[src/hdl/htrd_pkg.sv]
// Shared constants, codes and structs of the hung task detector.
// No dependencies; used by the interfaces, the slot cell, the top level and the checker.
package htrd_pkg;

    localparam int SLOTS     = 32;
    localparam int IDX_W     = (SLOTS > 1) ? $clog2(SLOTS) : 1;
    localparam int FIELD_W   = 64;
    localparam int OUTCOME_W = 3;
    localparam int CFG_IDX_W = 2;

    // result outcome codes
    localparam logic [OUTCOME_W-1:0] OUT_IDLE       = 3'd0;
    localparam logic [OUTCOME_W-1:0] OUT_WARNED     = 3'd1;
    localparam logic [OUTCOME_W-1:0] OUT_SUPPRESSED = 3'd2;
    localparam logic [OUTCOME_W-1:0] OUT_DROPPED    = 3'd3;
    localparam logic [OUTCOME_W-1:0] OUT_CLEARED    = 3'd4;
    localparam logic [OUTCOME_W-1:0] OUT_DISABLED   = 3'd5;

    // function codes of the input transaction
    localparam logic FUNC_OBSERVE = 1'b0;
    localparam logic FUNC_CLEAR   = 1'b1;

    // configuration register indexes
    localparam logic [CFG_IDX_W-1:0] CFG_ENABLED   = 2'd0;
    localparam logic [CFG_IDX_W-1:0] CFG_THRESHOLD = 2'd1;
    localparam logic [CFG_IDX_W-1:0] CFG_WINDOW    = 2'd2;

    // reset values of the registers
    localparam logic [FIELD_W-1:0] THRESHOLD_RST = 64'd3000;
    localparam logic [FIELD_W-1:0] WINDOW_RST    = 64'd6000;

    // lookup token passed from cell to cell
    typedef struct packed {
        logic               vld;
        logic [FIELD_W-1:0] id;
        logic               hit;
        logic [IDX_W-1:0]   hit_idx;
        logic [FIELD_W-1:0] hit_tick;
        logic               free;
        logic [IDX_W-1:0]   free_idx;
    } t_token;

    // update broadcast to every cell
    typedef struct packed {
        logic               wr;
        logic               clr;
        logic [IDX_W-1:0]   idx;
        logic [FIELD_W-1:0] id;
        logic [FIELD_W-1:0] tick;
    } t_slot_wr;

endpackage

[src/hdl/htrd_cell.sv]
// One slot of the warned-id table: holds an id and its last warning tick.
// Depends on htrd_pkg (t_token, t_slot_wr); instanced in a row by the top level.
module htrd_cell (
    input  logic                       i_clk,
    input  logic                       i_rst_n,
    input  logic [htrd_pkg::IDX_W-1:0] i_idx,
    input  htrd_pkg::t_token           i_tok,
    input  htrd_pkg::t_slot_wr         i_wr,
    output htrd_pkg::t_token           o_tok
);

    logic [htrd_pkg::FIELD_W-1:0] r_id;
    logic [htrd_pkg::FIELD_W-1:0] r_tick;
    htrd_pkg::t_token             r_tok;
    htrd_pkg::t_token             n_tok;

    // fold this slot into the passing token: first match and first free slot
    always_comb begin
        n_tok = i_tok;
        if (!i_tok.hit && (r_id == i_tok.id)) begin
            n_tok.hit      = 1'b1;
            n_tok.hit_idx  = i_idx;
            n_tok.hit_tick = r_tick;
        end
        if (!i_tok.free && (r_id == '0)) begin
            n_tok.free     = 1'b1;
            n_tok.free_idx = i_idx;
        end
    end

    // token stage toward the next cell
    always_ff @(posedge i_clk) begin
        if (!i_rst_n) begin
            r_tok.vld <= 1'b0;
        end else begin
            r_tok <= n_tok;
        end
    end

    // slot contents: cleared together, written by index
    always_ff @(posedge i_clk) begin
        if (!i_rst_n) begin
            r_id   <= '0;
            r_tick <= '0;
        end else if (i_wr.clr) begin
            r_id   <= '0;
            r_tick <= '0;
        end else if (i_wr.wr && (i_wr.idx == i_idx)) begin
            r_id   <= i_wr.id;
            r_tick <= i_wr.tick;
        end
    end

    assign o_tok = r_tok;

endmodule

[config.mk]
export PLATFORM = sky130hd
export DESIGN_NAME = htrd_cell
export DESIGN_NICKNAME = d
export VERILOG_FILES = /design/src/hdl/htrd_pkg.sv /design/src/hdl/htrd_cell.sv
export SDC_FILE = /design/constraint.sdc
export NUM_CORES = 1
export LEC_CHECK = 0
export BUFFER_PORTS_ARGS = -buffer_cell sky130_fd_sc_hd__buf_2
export CAP_MARGIN = 5
export CORE_UTILIZATION = 25
export DETAILED_ROUTE_END_ITERATION = 7
export PLACE_DENSITY_LB_ADDON = 0.3
export REMOVE_ABC_BUFFERS = 1
export SLEW_MARGIN = 10
export SYNTH_ARGS = -nofsm -noshare
export SYNTH_HDL_FRONTEND = slang
export SYNTH_SLANG_ARGS = --single-unit
[constraint.sdc]
create_clock -name i_clk -period 5.6 [get_ports i_clk]
set_input_delay 0.84 -clock i_clk [delete_from_list [all_inputs] [get_ports i_clk]]
set_output_delay 0.84 -clock i_clk [all_outputs]
set_load 0.05 [all_outputs]
# Yosys cells after proc, flatten, opt, wreduce, memory -nomap -nowiden
# Cells that the tools add are included.
# W data, S select, Z words.
# word_totals
register_bits	269
input_bits	283
# classes
eq_ne	2
muxes	2
n_bitwise	1
n_reduce_logical	7
# op_table
op	n
$mux W69	1
$eq A64 B64 Y1	1
$logic_not A64 Y1	1
$eq A5 B5 Y1	1
$mux W5	1
$logic_and A1 B1 Y1	3
$logic_not A1 Y1	2
$reduce_or A2 Y1	1
$not A1 Y1	1

# Logic depth before layout (Yosys ltp)
# Gate-level depths: netlist (run 1).
# logic_depth
ltp_word	3
depth_mapped	8

# Worst setup path after synthesis (run 1)
# No wires, ideal clock.
# synth_timing
kind	input -> register
from	input i_tok[78] in the netlist's numbering
to	register r_tok (netlist bit o_tok[10]) (data pin)
setup_ps	260
arrival_ps	2518
t_required_ps	5340
slack_ps	2822
stages	8
cell_sequence	xnor2_1 nand4_1 nor4_2 nand4_1 or4_1 buf_6 buf_12 mux2_4
# synth_rtl
item	line_no	text
start, declared	htrd_cell.sv:7	input htrd_pkg::t_token i_tok,
end signal, assigned	htrd_cell.sv:36	r_tok <= n_tok;
end, declared	htrd_cell.sv:14	htrd_pkg::t_token r_tok;

==> results of run 1 <==
-- worst min path at each step --
stage / from / endpoint / cells after the start
detailed placement: r_tick[33] / r_tick[33] / 2
finish: r_tick[19] / r_tick[19] / 2
global placement: r_tick[10] / r_tick[10] / 2
global route: i_tok[136] / o_tok[136] / 1
floorplan: r_tick[0] / r_tick[0] / 2
CTS: i_tok[107] / o_tok[107] / 1
-- final cells by class --
type,count,area (sq um),area share
clock buffer,50,907,0.0634
inverter,16,60.1,0.00420
sequential,269,6790,0.474
antenna,5,12.5,0.000874
multi-input combinational,582,3660,0.255
tap,539,674,0.0471
clock inverter,6,33.8,0.00236
timing repair buffer,429,2180,0.152
-- metrics by stage --
stage	instances	power (uW)	setup WS, ns
CTS	1891	4800	2.09
global route	1896	4890	1.96
detailed placement	1835	2880	1.59
finish	1896	4720	2.10
floorplan	867	2630	1.35
global placement	1835	2880	1.59
-- registers in the layout (all words and copies together), names as in the netlist --
register and flops:
o_tok 141, r_tick 64, r_id 64
-- power by group --
group,total (uW),leakage [uW],switching [uW],internal [uW]
Sequential,2190,0.00241,24.6,2170
Clock,1890,0.000454,794,1090
Combinational,641,0.00295,456,184
Total,4720,0.00581,1280,3450
-- synth_stat cells, types with 2 or more instances --
cell and n:
inv_1 15, dfxtp_1 129, and3_1 2, nor4_2 2
nand4_1 13, nand2b_1 6, buf_12 7, o22ai_1 5
edfxtp_1 140, nand3_1 2, clkbuf_1 42, nor4_1 22
a22oi_1 2, nor3_1 2, xor2_1 23, a21oi_1 129
nor2_1 3, a22o_1 2, xnor2_1 29, mux2_1 5
mux2_4 69, nand2_1 257
-- critical path, stage by stage (launching register included) --
cell	delay (ns)
dfxtp_1	0.48
o22ai_1	0.13
nor4_1	0.56
nand4_1	0.20
or4_4	0.92
buf_4	0.47
mux2_4	0.34
-- layer usage --
layer	track usage	part of all wire	vias up
met1	0.191	0.42	4031
li1	-	-	4024
met5	0	0.0014	-
met2	0.264	0.49	261
met3	0.0347	0.066	54
met4	0.0491	0.021	6
-- logic make-up after synthesis --
family | Yosys count | share of synthesized area
AOI/OAI and AO/OA | 144 | 0.0714
buffers and inverters | 66 | 0.0342
DFF | 269 | 0.629
and+or+nand+nor | 312 | 0.121
muxes | 74 | 0.101
xor gates and xnor gates | 52 | 0.0422
==> run metrics, run 1 <==
initial antenna violation count 8; final estimated routing congestion in global placement 0.807; most frequent cells in the layout buf_2, nand2_1, edfxtp_1; crit-path max FO 50; CTS Hold Bufs 0; vias in the first global route 8,381; H-tree lvl count 1; worst reg2reg path depth 6; Lkg Pwr 0.00581 uW; Sink Count 269; critical path data required time 5.90 ns; Clock Tree Buf Depth 3; Max Slew Vio Count 0; Worst Path Arrival 3.81 ns; TritonCTS clock tree yes; Hold Fails Final Rpt 0; Post-CTS Setup Bufs 0; fin area 14,300 sq um; Final Util 0.339; min cycle time layout 3.50 ns; CORE AREA 42,200 sq um; RSZ-0062 raised after global routing false; ys flop type edfxtp_1; VDD IR-drop max 0.000210 V; Setup CP Type register to register; RR Endpoint o_tok[9]; clk_lat worst skew 0.56 ns; crit end category register; first-pass GRT wire length 51,400 um; total grt overflow 0; CTS clock-pin slew for the worst setup and hold paths 0.06 ns; Synth area leaders edfxtp_1, dfxtp_1, mux2_4; port buffer count 423; Root Driver clkbuf_16; share of layout cells above drive strength 1 0.405; hold crit path type register to register; DIE WIDTH 210 um; worst-margin pin slew 1.10 ns; CTS buffer count 30; Vias 8,376; Ports 424; Sum Neg Setup Slack 0 ns; R2R Setup Slk 2.10 ns; status complete, no violations; hold_ws 0.452 ns; worst setup path endpoint o_tok[9]; Post-DRT Antenna Nets 0; register area share after synthesis 0.629; Synth warnings 0; Initial DRC Count 394; post-DP HPWL 25,800 um; post-synth cell types 33; FMAX 0.285 GHz; RR Startpoint r_id[12]; GRT Overall Usage 0.154; synthesized area per cell 11.8 sq um; ys async rst share 0; most common cell after layout, fill and taps aside buf_2; final worst-path cycle share 0.626; Final setup viols 0; Net count, final 1,611; die height 210 um; Yosys top cell area share 0.390; PwrDens 330 nW/um^2; Critical Path Source r_id[12]; max capacitance violation total 0; Vias/cell 4.42; Synth area leader edfxtp_1; Worst Clk Skew 0.0168 ns; Setup crit start kind register; Layout area overhead 32.7%; DRC Markers 0; Core Rows 75; synthesized area 10,800 sq um; Routed WL 35,200 um; post-cts gate resize count 0; WL per Instance 18.6 um; post-placement cell area 13,400 sq um; flops & latches, synth 269; fill count 4,325; TritonRoute pass-1 iters 5; Mapped Cells 917; largest net degree at the start of global routing 79; Initial Utilization 0.255; EDFF count, synth 140; Rel. slew slack 0.264; DIE AREA 44,000 sq um
(Power assumes the default switching activity.)
==> run 2, diff against run 1 <==
ABC_AREA = 1   (was default)
clock period = 3.34 ns   (was 5.6 ns; I/O delays follow)
==> run 2 against run 1 <==
Compared with the run above:
- first-iteration DRC count increased by 54%
- largest cell class unchanged
- sequential power increased by 68%
- core utilization decreased by 0.27 points
- setup slack got worse by 1.2 ns
- combinational power increased by 75%
- sequential share of layout area decreased by 1.8 points
- critical path type unchanged
==> run metrics, run 2 <==
GRT Overall Usage 0.148; min cycle time layout 2.40 ns; R2R Setup Slk 0.94 ns; max capacitance violation total 0; CTS Hold Bufs 0; ys flop type edfxtp_1; clk_lat worst skew 0.52 ns; status complete, no violations; initial antenna violation count 5; Net count, final 1,900; CORE AREA 44,200 sq um; worst-margin pin slew 1.07 ns; CTS clock-pin slew for the worst setup and hold paths 0.06 ns; Final WS setup 0.942 ns; H-tree lvl count 2; hold depth 3; hold_ws 0.170 ns; worst reg2reg path depth 9; Sink Count 269; die height 214 um; post-DP HPWL 24,100 um; total grt overflow 0; Synth warnings 0; synthesized area per cell 9.17 sq um; critical path data required time 3.72 ns; most common cell after layout, fill and taps aside buf_2; fill count 4,569; Ports 424; WL per Instance 15.7 um; max FFs per register 141; Layout area overhead 32.8%; hold wc startpoint i_tok[140]; Worst Path Arrival 2.78 ns; ys async rst share 0; Root Driver clkbuf_16; Clock Tree Buf Depth 3; Initial Utilization 0.253; worst setup path endpoint o_tok[36]; Hold Fails Final Rpt 0; final estimated routing congestion in global placement 0.832; RSZ-0062 raised after global routing false; CTS buffer count 34; TritonRoute pass-1 iters 5; DIE WIDTH 214 um; Max Slew Vio Count 0; Rel. slew slack 0.287; Synth area leaders edfxtp_1, dfxtp_1, nand2_1; vias in the first global route 9,451; most frequent cells in the layout buf_2, nand2_1, inv_1; Lkg Pwr 0.00626 uW; port buffer count 423; Routed WL 35,200 um; Yosys top cell area share 0.375; Initial DRC Count 607; top-count cell post-synth nand2_1; final worst-path cycle share 0.718; VDD IR-drop max 0.000384 V; Mapped Cells 1,221; TritonCTS clock tree yes; FMAX 0.417 GHz; PwrDens 556 nW/um^2; first-pass GRT wire length 51,800 um; flops & latches, synth 269; post-synth cell types 24; register area share after synthesis 0.606; post-cts gate resize count 0; share of layout cells above drive strength 1 0.301; DRC Markers 0; RR Endpoint o_tok[36]; Vias 9,737; Setup CP Type register to register; Setup crit start kind register; EDFF count, synth 140; placed cells 2,173; Post-DRT Antenna Nets 0; DP Worst Slack 0.769 ns; Post-CTS Setup Bufs 0; Core Rows 77; most frequent cells after synthesis nand2_1, inv_1, edfxtp_1, a21oi_1, dfxtp_1; fin cells 2,237; crit-path max FO 69; Worst Clk Skew 0.0170 ns; hold crit path type primary input to register; crit end category register; Final setup viols 0; synthesized area 11,200 sq um; Critical Path Source r_id[63]; RR Startpoint r_id[63]; Vias/cell 4.35; DIE AREA 45,600 sq um; Synth area leader edfxtp_1; largest net degree at the start of global routing 257
==> run 2: per-layer routing <==
metal | wire length, um | vias to the layer above | track usage
li1 | - | 4882 | -
met1 | 14400 | 4467 | 0.177
met2 | 17100 | 319 | 0.250
met3 | 2660 | 63 | 0.0395
met4 | 1000 | 6 | 0.0616
met5 | 36 | - | 0
==> run 2: worst min path at each step <==
stage | to | slack [ns]
after floorplan | r_tick[0] | 0.43
after global placement | r_tick[52] | 0.43
after detailed placement | r_tick[58] | 0.44
after CTS | o_tok[140] | 0.13
after global routing | o_tok[110] | 0.15
final | o_tok[140] | 0.17
==> run 2: kinds of logic (layout without fill, tap and decap cells) <==
kind of cell / Yosys count / count (layout) / synth area share
compound gates: 263 / 263 / 0.118
xor+xnor: 23 / 23 / 0.0180
buf+inv: 239 / 659 / 0.0889
flops: 269 / 269 / 0.606
other cells: 0 / 4 / 0
simple gates: 427 / 427 / 0.169
==> run 2: power breakdown <==
group	switching (uW)	total (uW)	internal, uW
logic	823	1120	294
clock network	1410	3460	2040
registers	43.5	3690	3650
==> run 2: final cells by class <==
class | instances | area, sq um | area share
timing repair buffer | 430 | 2230 | 0.150
sequential | 269 | 6790 | 0.456
antenna | 4 | 10.0 | 0.000673
clock buffer | 45 | 933 | 0.0628
multi-input combinational | 713 | 3430 | 0.231
inverter | 169 | 634 | 0.0427
tap | 592 | 741 | 0.0498
clock inverter | 15 | 104 | 0.00698
==> run 2: stage by stage <==
stage	setup TNS, ns	util	power, uW	area, sq um
after global placement	0	0.313	4880	13800
after floorplan	-331.25	-	4450	10800
final	0	0.336	8270	14900
after global routing	0	0.336	8610	14900
after CTS	0	0.336	8420	14900
after detailed placement	0	0.313	4890	13800
==> run 2: critical path: stages (launching register included) <==
cell and delay, ns:
dfxtp_1 0.50, inv_1 0.10, a21oi_1 0.14, nand3b_1 0.09
nor2_1 0.10, nand2_1 0.14, nor2_4 0.17, buf_4 0.66
nand4_1 0.20, nand2_1 0.12
